**src/rtl/kpsd_pkg.sv**
```systemverilog
// ----------------------------------------------------------------------------
// kpsd_pkg
// Shared widths, register indexes, constants and the result type of the
// keypad scanner.
// ----------------------------------------------------------------------------
package kpsd_pkg;

	localparam int unsigned ColW   = 4;
	localparam int unsigned CodeW  = 4;
	localparam int unsigned CountW = 6;
	localparam int unsigned AsciiW = 7;
	localparam int unsigned CfgIdxW = 2;

	localparam logic [CfgIdxW-1:0] RegDebounceTicks = 2'd0;
	localparam logic [CfgIdxW-1:0] RegReleaseTicks  = 2'd1;

	localparam logic [CountW-1:0] DebounceTicksReset = 6'd32;
	localparam logic [CountW-1:0] ReleaseTicksReset  = 6'd32;

	localparam logic [AsciiW-1:0] AsciiZero = 7'd48;
	localparam logic [AsciiW-1:0] AsciiA    = 7'd65;

	typedef struct packed {
		logic [ColW-1:0]   row_drive;
		logic [CodeW-1:0]  held_code;
		logic [AsciiW-1:0] held_ascii;
		logic              key_valid;
		logic              key_new;
		logic              key_gone;
		logic              buzzer_level;
	} result_t;

	// Hex digit in ASCII for a four-bit key code.
	function automatic logic [AsciiW-1:0] hex_ascii(input logic [CodeW-1:0] code);
		logic [AsciiW-1:0] wide;
		wide = {{(AsciiW-CodeW){1'b0}}, code};
		if (code < 4'd10)
			hex_ascii = AsciiZero + wide;
		else
			hex_ascii = AsciiA + wide - 7'd10;
	endfunction

endpackage

```
**src/rtl/kpsd_core.sv**
```systemverilog
// ----------------------------------------------------------------------------
// kpsd_core
// Scan, debounce, release and buzzer state, updated once per stepped tick,
// together with the result of that tick.
// ----------------------------------------------------------------------------
module kpsd_core (
	input  logic                          clk,
	input  logic                          arst_n,
	input  logic                          cfg_we,
	input  logic [kpsd_pkg::CfgIdxW-1:0]  cfg_index,
	input  logic [kpsd_pkg::CountW-1:0]   cfg_data,
	input  logic                          step,
	input  logic [kpsd_pkg::ColW-1:0]     column_lines,
	output kpsd_pkg::result_t             result
);

	logic [kpsd_pkg::CountW-1:0] debounce_ticks_q, release_ticks_q;
	logic [kpsd_pkg::CodeW-1:0]  scan_q, code_q;
	logic [kpsd_pkg::CountW-1:0] deb_count_q, rel_count_q;
	logic                        deb_run_q, held_q, buz_en_q, buz_pin_q;

	logic [kpsd_pkg::CodeW-1:0]  scan_d, code_d;
	logic [kpsd_pkg::CountW-1:0] deb_count_d, rel_count_d;
	logic                        deb_run_d, held_d, buz_en_d, buz_pin_d;
	logic                        pressed, is_new, is_gone;

	always_ff @(posedge clk or negedge arst_n) begin
		if (!arst_n) begin
			debounce_ticks_q <= kpsd_pkg::DebounceTicksReset;
			release_ticks_q  <= kpsd_pkg::ReleaseTicksReset;
		end else if (cfg_we) begin
			if (cfg_index == kpsd_pkg::RegDebounceTicks)
				debounce_ticks_q <= cfg_data;
			else if (cfg_index == kpsd_pkg::RegReleaseTicks)
				release_ticks_q <= cfg_data;
		end
	end

	always_comb begin
		pressed     = !column_lines[scan_q[1:0]];
		is_new      = 1'b0;
		is_gone     = 1'b0;
		code_d      = code_q;
		deb_count_d = deb_count_q;
		deb_run_d   = deb_run_q;
		rel_count_d = rel_count_q;
		held_d      = held_q;
		buz_en_d    = buz_en_q;
		// The pin toggles from the enable as it stood before this tick.
		buz_pin_d   = buz_en_q ? !buz_pin_q : buz_pin_q;

		if (!held_q) begin
			if (!deb_run_q) begin
				if (pressed) begin
					deb_run_d   = 1'b1;
					deb_count_d = debounce_ticks_q;
					code_d      = scan_q;
				end
			end else if (deb_count_q <= 6'd1) begin
				deb_run_d   = 1'b0;
				deb_count_d = '0;
				if (pressed) begin
					held_d      = 1'b1;
					buz_en_d    = 1'b1;
					rel_count_d = release_ticks_q;
					is_new      = 1'b1;
				end
			end else begin
				deb_count_d = deb_count_q - 6'd1;
			end
		end else if (pressed) begin
			rel_count_d = release_ticks_q;
		end else if (rel_count_q <= 6'd1) begin
			held_d      = 1'b0;
			buz_en_d    = 1'b0;
			rel_count_d = release_ticks_q;
			is_gone     = 1'b1;
		end else begin
			rel_count_d = rel_count_q - 6'd1;
		end

		scan_d = scan_q + 4'd1;

		result.row_drive    = ~(4'b0001 << scan_d[3:2]);
		result.held_code    = code_d;
		result.held_ascii   = kpsd_pkg::hex_ascii(code_d);
		result.key_valid    = held_d;
		result.key_new      = is_new;
		result.key_gone     = is_gone;
		result.buzzer_level = buz_pin_d;
	end

	always_ff @(posedge clk or negedge arst_n) begin
		if (!arst_n) begin
			scan_q      <= '0;
			code_q      <= '0;
			deb_count_q <= '0;
			deb_run_q   <= 1'b0;
			rel_count_q <= kpsd_pkg::ReleaseTicksReset;
			held_q      <= 1'b0;
			buz_en_q    <= 1'b0;
			buz_pin_q   <= 1'b0;
		end else if (step) begin
			scan_q      <= scan_d;
			code_q      <= code_d;
			deb_count_q <= deb_count_d;
			deb_run_q   <= deb_run_d;
			rel_count_q <= rel_count_d;
			held_q      <= held_d;
			buz_en_q    <= buz_en_d;
			buz_pin_q   <= buz_pin_d;
		end
	end

endmodule

```
**src/rtl/keypad_scan_debounce_top.sv**
```systemverilog
// ----------------------------------------------------------------------------
// keypad_scan_debounce_top
// 4x4 matrix keypad scanner with debounce, self-release and buzzer toggle.
// ----------------------------------------------------------------------------
//
//  Channel  Handshake               Payload
//  -------  ----------------------  -------------------------------------------
//  in       in_valid / in_stall     column_lines
//  out      out_valid / out_stall   row_drive, held_code, held_ascii, key_valid,
//                                   key_new, key_gone, buzzer_level
//  cfg      cfg_we                  cfg_index, cfg_data
//
// Each item passes an input register and then the result register, which
// drives the outputs. One item can be taken every cycle while the result is
// not stalled. The scanner state advances when the input register hands
// its item on. Reset sets the scan to position zero, no key held, both
// settings and the release count to 32 and the debounce count to zero.
// A stalled result holds in the result register; the input register then
// holds too, and in_stall rises only while both stages are full.
//
module keypad_scan_debounce_top (
	input  logic                          clk,
	input  logic                          arst_n,
	input  logic                          cfg_we,
	input  logic [kpsd_pkg::CfgIdxW-1:0]  cfg_index,
	input  logic [kpsd_pkg::CountW-1:0]   cfg_data,
	input  logic                          in_valid,
	output logic                          in_stall,
	input  logic [kpsd_pkg::ColW-1:0]     column_lines,
	output logic                          out_valid,
	input  logic                          out_stall,
	output logic [kpsd_pkg::ColW-1:0]     row_drive,
	output logic [kpsd_pkg::CodeW-1:0]    held_code,
	output logic [kpsd_pkg::AsciiW-1:0]   held_ascii,
	output logic                          key_valid,
	output logic                          key_new,
	output logic                          key_gone,
	output logic                          buzzer_level
);

	logic                        valid_s1;
	logic [kpsd_pkg::ColW-1:0]   column_s1;
	logic                        valid_s2;
	kpsd_pkg::result_t           result_s2;
	kpsd_pkg::result_t           result_comb;
	logic                        advance_s1;
	logic                        take_in;

	// The input stage moves on whenever the result register is free or
	// being emptied in this cycle.
	assign advance_s1 = valid_s1 && (!valid_s2 || !out_stall);
	assign in_stall   = valid_s1 && !advance_s1;
	assign take_in    = in_valid && !in_stall;

	always_ff @(posedge clk or negedge arst_n) begin
		if (!arst_n) begin
			valid_s1 <= 1'b0;
		end else if (take_in) begin
			valid_s1 <= 1'b1;
		end else if (advance_s1) begin
			valid_s1 <= 1'b0;
		end
	end

	always_ff @(posedge clk) begin
		if (take_in)
			column_s1 <= column_lines;
	end

	kpsd_core u_core (
		.clk          (clk),
		.arst_n       (arst_n),
		.cfg_we       (cfg_we),
		.cfg_index    (cfg_index),
		.cfg_data     (cfg_data),
		.step         (advance_s1),
		.column_lines (column_s1),
		.result       (result_comb)
	);

	always_ff @(posedge clk or negedge arst_n) begin
		if (!arst_n) begin
			valid_s2 <= 1'b0;
		end else if (advance_s1) begin
			valid_s2 <= 1'b1;
		end else if (!out_stall) begin
			valid_s2 <= 1'b0;
		end
	end

	always_ff @(posedge clk) begin
		if (advance_s1)
			result_s2 <= result_comb;
	end

	assign out_valid    = valid_s2;
	assign row_drive    = result_s2.row_drive;
	assign held_code    = result_s2.held_code;
	assign held_ascii   = result_s2.held_ascii;
	assign key_valid    = result_s2.key_valid;
	assign key_new      = result_s2.key_new;
	assign key_gone     = result_s2.key_gone;
	assign buzzer_level = result_s2.buzzer_level;

endmodule
```
**config.mk**
```make
export PLATFORM = sky130hd
export DESIGN_NAME = keypad_scan_debounce_top
export DESIGN_NICKNAME = d
export VERILOG_FILES = /design/src/rtl/kpsd_pkg.sv /design/src/rtl/kpsd_core.sv /design/src/rtl/keypad_scan_debounce_top.sv
export SDC_FILE = /design/constraint.sdc
export NUM_CORES = 1
export LEC_CHECK = 0
export BUFFER_PORTS_ARGS = -buffer_cell sky130_fd_sc_hd__buf_4
export CAP_MARGIN = 20
export CELL_PAD_IN_SITES_DETAIL_PLACEMENT = 1
export CELL_PAD_IN_SITES_GLOBAL_PLACEMENT = 2
export CORE_AREA = 4 4 90 109
export CTS_CLUSTER_DIAMETER = 150
export CTS_CLUSTER_SIZE = 30
export DETAILED_ROUTE_END_ITERATION = 8
export DIE_AREA = 0 0 94 113
export PLACE_DENSITY_LB_ADDON = 0.2
export SKIP_CTS_REPAIR_TIMING = 1
export SYNTH_ARGS = -nofsm -noshare
export SYNTH_HDL_FRONTEND = slang
export SYNTH_SLANG_ARGS = --single-unit
```
**constraint.sdc**
```tcl
create_clock -name clk -period 2.5 [get_ports clk]
set_input_delay 0.625 -clock clk [delete_from_list [all_inputs] [get_ports clk]]
set_output_delay 0.625 -clock clk [all_outputs]
set_load 0.1 [all_outputs]
```
### Yosys cells after proc, flatten, opt, wreduce, memory -nomap -nowiden

Index checks and enable logic that the tools add are counted.

* eq/ne operators: 6
* muxes and demuxes: 35
* reductions and logical operators: 20
* $add $sub $neg: 6
* bitwise operators: 3
* div/mod/pow operators: 0
* magnitude comparators: 4
* shifts and indexed selects: 1
* multiply operators: 0

Operators with widths (number)
* $mux W6: 9
* $mux W1: 21
* $le A6 B1 Y1 const B: 2
* $mux W4: 3
* $sub A6 B1 Y6 const B: 2
* $add A6 B4 Y7 const A: 1
* $add A7 B4 Y7 const A: 1
* $mux W7: 1
* $sub A7 B4 Y7 const B: 1
* $ne A2 B1 Y1 const B: 3
* $reduce_and A2 Y1: 3
* $reduce_and A3 Y1: 2
* $reduce_and A6 Y1: 1
* $reduce_bool A2 Y1: 3
* $logic_not A1 Y1: 5
* $add A4 B1 Y4 const B: 1
* $lt A4 B4 Y1 const B: 1
* $ne A2 B2 Y1 const B: 2
* $not A4 Y4: 1
* $reduce_and A4 Y1: 1
* $shl A1 B2 Y4 const A: 1
* $logic_and A1 B1 Y1: 3
* $lt A2 B3 Y1 const B: 1
* $bmux W1 S2: 1
* other kinds (4): 5

* logic and storage cells: 95
* memories: 0
* bits in writable memories: 0
* flip-flop bits (word level): 61
* bits in latches: 0
* memory bits (read-only): 0

### Logic depth before layout (Yosys ltp)

* depth in word-level cells: 8
* mapped depth: 8
* gate-level depth less buffers: 6

### Cells and area by module

From an unflattened synthesis, not the netlist that was laid out.

* cell total of the unflattened synthesis: 253
* area, all modules: 2900.3 µm²

By module, submodules not included
* kpsd_core: sequential area each 904.6 µm², instances 1, cells an instance 222, area each 2117.0 µm²
* keypad_scan_debounce_top: sequential area each 740.7 µm², instances 1, cells an instance 31, area each 783.3 µm²

### Least setup slack after synthesis

Ideal clock, no wire load.

* path type: reg2reg
* start: register valid_s2, in the netlist out_valid
* end: register u_core.rel_count_q[3] (netlist name)
* required time: 2.377 ns
* slack: -0.073 ns
* path buffers: 2
* arrival: 2.450 ns
* clock period less this slack: 2.573 ns
* stages on the path, launching flop included: 7
* cell sequence: dfrtp_1 -> a21bo_2 -> clkbuf_1 -> inv_1 -> clkbuf_1 -> o211ai_1 -> o2bb2ai_1

* longest elaborated chain between the ends: 4

RTL lines
* start, declared: line keypad_scan_debounce_top.sv:43 `logic valid_s2;`
* start signal, assigned: line keypad_scan_debounce_top.sv:83 `valid_s2 <= 1'b0;`
* start signal, assigned: line keypad_scan_debounce_top.sv:85 `valid_s2 <= 1'b1;`
* start signal, assigned: line keypad_scan_debounce_top.sv:87 `valid_s2 <= 1'b0;`
* $logic_not A1 Y1: line keypad_scan_debounce_top.sv:51 `assign advance_s1 = valid_s1 && (!valid_s2 || !out_stall);`
* $logic_or A1 B1 Y1: line keypad_scan_debounce_top.sv:51
* $logic_and A1 B1 Y1: line keypad_scan_debounce_top.sv:51
* net advance_s1: line keypad_scan_debounce_top.sv:46 `logic advance_s1;`
* $reduce_and A4 Y1 (no source line)
* end signal, assigned: line kpsd_core.sv:99 `rel_count_q <= kpsd_pkg::ReleaseTicksReset;`
* end signal, assigned: line kpsd_core.sv:108 `rel_count_q <= rel_count_d;`
* end, declared: line kpsd_core.sv:19 `logic [kpsd_pkg::CountW-1:0] deb_count_q, rel_count_q;`

The timed path passes the listed nets, and every way through them passes these cells.
A chain may end at the register's enable or synchronous reset.

### Worst setup path after layout

* start: register column_s1[3] (netlist name)
* end: register result_s2, in the netlist held_ascii[4], data pin

* longest elaborated chain between the ends: 8
* elaborated cells on any way between the ends: 10
* classes of those cells: 3 x add/sub; 1 x order compare; 6 x mux

RTL lines
* start, declared: line keypad_scan_debounce_top.sv:42 `logic [kpsd_pkg::ColW-1:0] column_s1;`
* start signal, assigned: line keypad_scan_debounce_top.sv:67 `column_s1 <= column_lines;`
* $bmux W1 S2 *: line kpsd_core.sv:40 `pressed = !column_lines[scan_q[1:0]];`
* $mux W1 (not written as such) *: line kpsd_core.sv:40
* $mux W4 *: line kpsd_core.sv:54 `if (pressed) begin`
* $mux W4 *: line kpsd_core.sv:53 `if (!deb_run_q) begin`
* $mux W4 *: line kpsd_core.sv:52 `if (!held_q) begin`
* $add A7 B4 Y7: line kpsd_pkg.sv:40 `hex_ascii = AsciiA + wide - 7'd10;`
* $sub A7 B4 Y7: line kpsd_pkg.sv:40
* $mux W7 *: line kpsd_pkg.sv:37 `if (code < 4'd10)`
* end signal, assigned: line keypad_scan_debounce_top.sv:93 `result_s2 <= result_comb;`
* end, declared: line keypad_scan_debounce_top.sv:44 `kpsd_pkg::result_t result_s2;`

Mark *: on every way between the ends. The rest lies on a longest branch, timed or not. The select of a mux whose other input is x is not followed.

==> metrics.sh <==
NUMPORTBUFFERS=37
SLEW_VIOLATIONS=0
CRITICAL_PATH.CELL_CHAIN='mux4_2 -> nor3b_1 -> nor2_1 -> ha_1 -> o21bai_1 -> a21o_1'
YOSYS-TOP-CELLS-COUNT='35 x sky130_fd_sc_hd__dfrtp_1, 23 x sky130_fd_sc_hd__edfxtp_1, 18 x sky130_fd_sc_hd__inv_1'
UTIL_AFTER_LAYOUT_PCT=40.2
YOSYS.AREA.TOP_TYPE_SHARE_PCT=30.0
AVGROUTEDWIREPERCELL_UM=15.6
SYNTH_ASYNC_SR_FLOP_SHARE_PCT=62.3
STATUS='finished, final reports clean'
GRT_MAX_DEGREE=39
PLACE.DETAILED.HPWL_UM=4910
ROUTED.TOP_LAYER='met4'
FIRST_PASS_GRT_WIRE_LENGTH_UM=11400
AREA_OF_THE_DIE_UM2=10600
GLOBAL_ROUTE.USAGE.TOTAL_PCT=14.0
FINALHOLDVIOLATIONS=0
CTS_TREE='built'
SYNTH-SEQ-AREA-SHARE_PCT=56.3
MAX_SLEW_MARGIN_PCT=57.5
PLACE_CONGESTION=0.758
PERIOD_UTILIZATION_PCT=89.1
SYNTH-EDFF-COUNT=23
CP_TOP_FAMILY='multiplexers'
WL_MET3_UM=197
ROUTE.LAYER.MET1.WL_UM=2770
SETUP.WORST_PATH.START_CLASS='register'
MAX_FREQ_MHz=449
CP_MAX_FO=11
ROUTE.ANTENNA.REMAINING_NETS=0
CPMAXSTAGEDELAYCELL='sky130_fd_sc_hd__mux4_2'
CRITICAL_PATH.N_BUFFERS_INVERTERS=0
ROWS=38
DRT_ITER0_DRC=64
ANTENNA_CELLS_INSERTED=0
CLK_PIN_SLEW_WORST_PATHS_PS=70
WORSTPATHARRIVAL_PS=2320
CTS.ROOT.BUFFER_CELL='sky130_fd_sc_hd__clkbuf_8'
POST_SYNTH_INSTANCE_AREA_UM2=2920
VDD.IR_DROP.WORST_uV=451
HTREEDEPTH=3
SETUP.WORST_PATH.CLASS='register to register'
CLK_PATH_BUF_DEPTH=2
ROUTE.DETAILED.DRC=0
LEAKAGEPOWER_nW=1.51
INITIAL_CORE_UTIL_PCT=33.0
TOP_LEVEL_PORTS=38
FINALNETCOUNT=326
MIN_PERIOD_PS=2230
MET2_LENGTH_UM=3470
CELLPOWERDENSITY_nW_PER_UM2=1340
FP.DIEW_UM=94
SYN_INST_COUNT=254
FIRSTDRTPASSITERS=4
POST-SYNTH-TOP-COUNT-CELL='sky130_fd_sc_hd__dfrtp_1'
UNREPAIRED_SETUP_ENDPOINTS_AFTER_GLOBAL_ROUTING='false'
SYN_TO_FINAL_GROWTH_PCT=21.5
ROUTED_WL_UM=6660
CRIT_PATH_MAX_INCR_DELAY_PS=620
SYN_NETS=277
FINALSETUPVIOLATIONS=0
PER_INSTANCE_AVERAGE_AREA_AFTER_SYNTHESIS_UM2=11.5
POST-SYNTH-TOP-AREA-CELL='sky130_fd_sc_hd__dfrtp_1'
NUMBER_OF_DIFFERENT_LIBRARY_CELLS_IN_THE_POST_SYNTHESIS_NETLIST=47
YOSYS_WARNINGS=0
TRITONCTS.NUM_BUFFERS=9
MAX_SLEW.WORST_PIN.SLEW_PS=635
CLOCK-SINKS=61
NUM_VIAS=2116
SYNTH.TOP_CELLS.BY_AREA='sky130_fd_sc_hd__dfrtp_1 30%, sky130_fd_sc_hd__edfxtp_1 24%, sky130_fd_sc_hd__mux2_2 4.6%'
CLOCK_INSERTION_DELAY_WORST_SKEW_PS=340
CP-END-KIND='register'
FIN_SETUP_TNS_PS=0
POSTSYNTHREGISTERBITS=61
WORST_SLACK_PS=274
SYNTH_FF_TYPE='sky130_fd_sc_hd__dfrtp_1'
CP_DATA_REQUIRED_TIME_PS=2600
HOLD_PATH_CLASS='input port to async pin'
FIN_SKEW_PS=9.24
DIE_HEIGHT_UM=113
DRIVE_GT1_SHARE_PCT=27.6
VIAS_IN_THE_FIRST_GLOBAL_ROUTE=2315
VIA_PER_INST=4.94
GRT_ANTENNA_BEFORE_REPAIR=0
CORE-AREA_UM2=8840
CAP_VIOLATIONS=0
PRECTSSETUPSLACK_PS=267
WORST-R2R-SETUP-SLACK_PS=270
GLOBAL_ROUTE.OVERFLOW_TOTAL=0
==> sequential cells by signal, indices dropped and copies added (netlist names) <==
register,count
buzzer_level,1
column_s1,4
held_ascii,7
held_code,4
key_gone,1
key_new,1
key_valid,1
out_valid,1
row_drive,4
u_core.buz_en_q,1
u_core.buz_pin_q,1
u_core.code_q,4
u_core.deb_count_q,6
u_core.deb_run_q,1
u_core.debounce_ticks_q,6
u_core.held_q,1
u_core.rel_count_q,6
u_core.release_ticks_q,6
u_core.scan_q,4
valid_s1,1
==> cell usage in the layout (no fill, tap or decap), types with 9 or more instances in the layout <==
master	n
sky130_fd_sc_hd__buf_4	48
sky130_fd_sc_hd__dfrtp_1	35
sky130_fd_sc_hd__edfxtp_1	23
sky130_fd_sc_hd__inv_1	18
sky130_fd_sc_hd__nor2_1	15
sky130_fd_sc_hd__nand2_1	15
sky130_fd_sc_hd__o21ai_0	15
sky130_fd_sc_hd__mux2_2	12
sky130_fd_sc_hd__nor3_1	9
sky130_fd_sc_hd__clkbuf_8	9
==> per-layer routing <==
metal  vias to the layer above  track usage (%)
met5                         -                0
met4                         0             7.90
met3                        20             2.86
met2                        38             24.4
met1                      1031             15.7
li1                       1027                -
==> path summary, 6_finish.rpt <==
check	startpoint	end	cells past startpoint
hold / removal	arst_n	u_core.deb_count_q[5]	1
hold reg to reg	valid_s1	out_valid	1
max in group asynchronous	arst_n	u_core.rel_count_q[5]	1
setup reg to reg	column_s1[3]	held_ascii[4]	6
setup / recovery	column_s1[3]	held_ascii[4]	6
min in group clk	column_lines[1]	column_s1[1]	1
==> where the power goes <==
group | switching [mW] | internal (mW) | total (mW)
logic | 1.53 | 0.773 | 2.30
registers | 0.279 | 1.43 | 1.70
clock network | 0.382 | 0.353 | 0.735
total | 2.19 | 2.55 | 4.74
==> final cells by class <==
class / count / area [um2]
Fill cell: 1013 / 5290
Sequential cell: 61 / 1650
Multi-Input combinational cell: 165 / 1170
Timing Repair Buffer: 48 / 360
Tap cell: 120 / 150
Clock buffer: 11 / 131
Inverter: 18 / 67.6
Clock inverter: 5 / 27.5
==> kinds of logic after synthesis <==
family	count (synthesis)	synth area share [%]
simple gates	73	13.1
compound gates	60	14.7
xor+xnor	6	1.80
flops	61	56.3
buf+inv	28	3.68
mux	20	7.79
fa+ha+maj	6	2.57
==> per-stage QoR <==
step	power (mW)	cell area, um2	hold WS (ps)	instances
floorplan	3.44	2920	329	254
global placement	4.02	3390	452	412
detailed placement	4.06	3390	473	412
CTS	4.81	3550	277	428
global route	5.11	3550	295	428
finish	4.74	3550	259	428
Power figures use the tool's default switching activity.
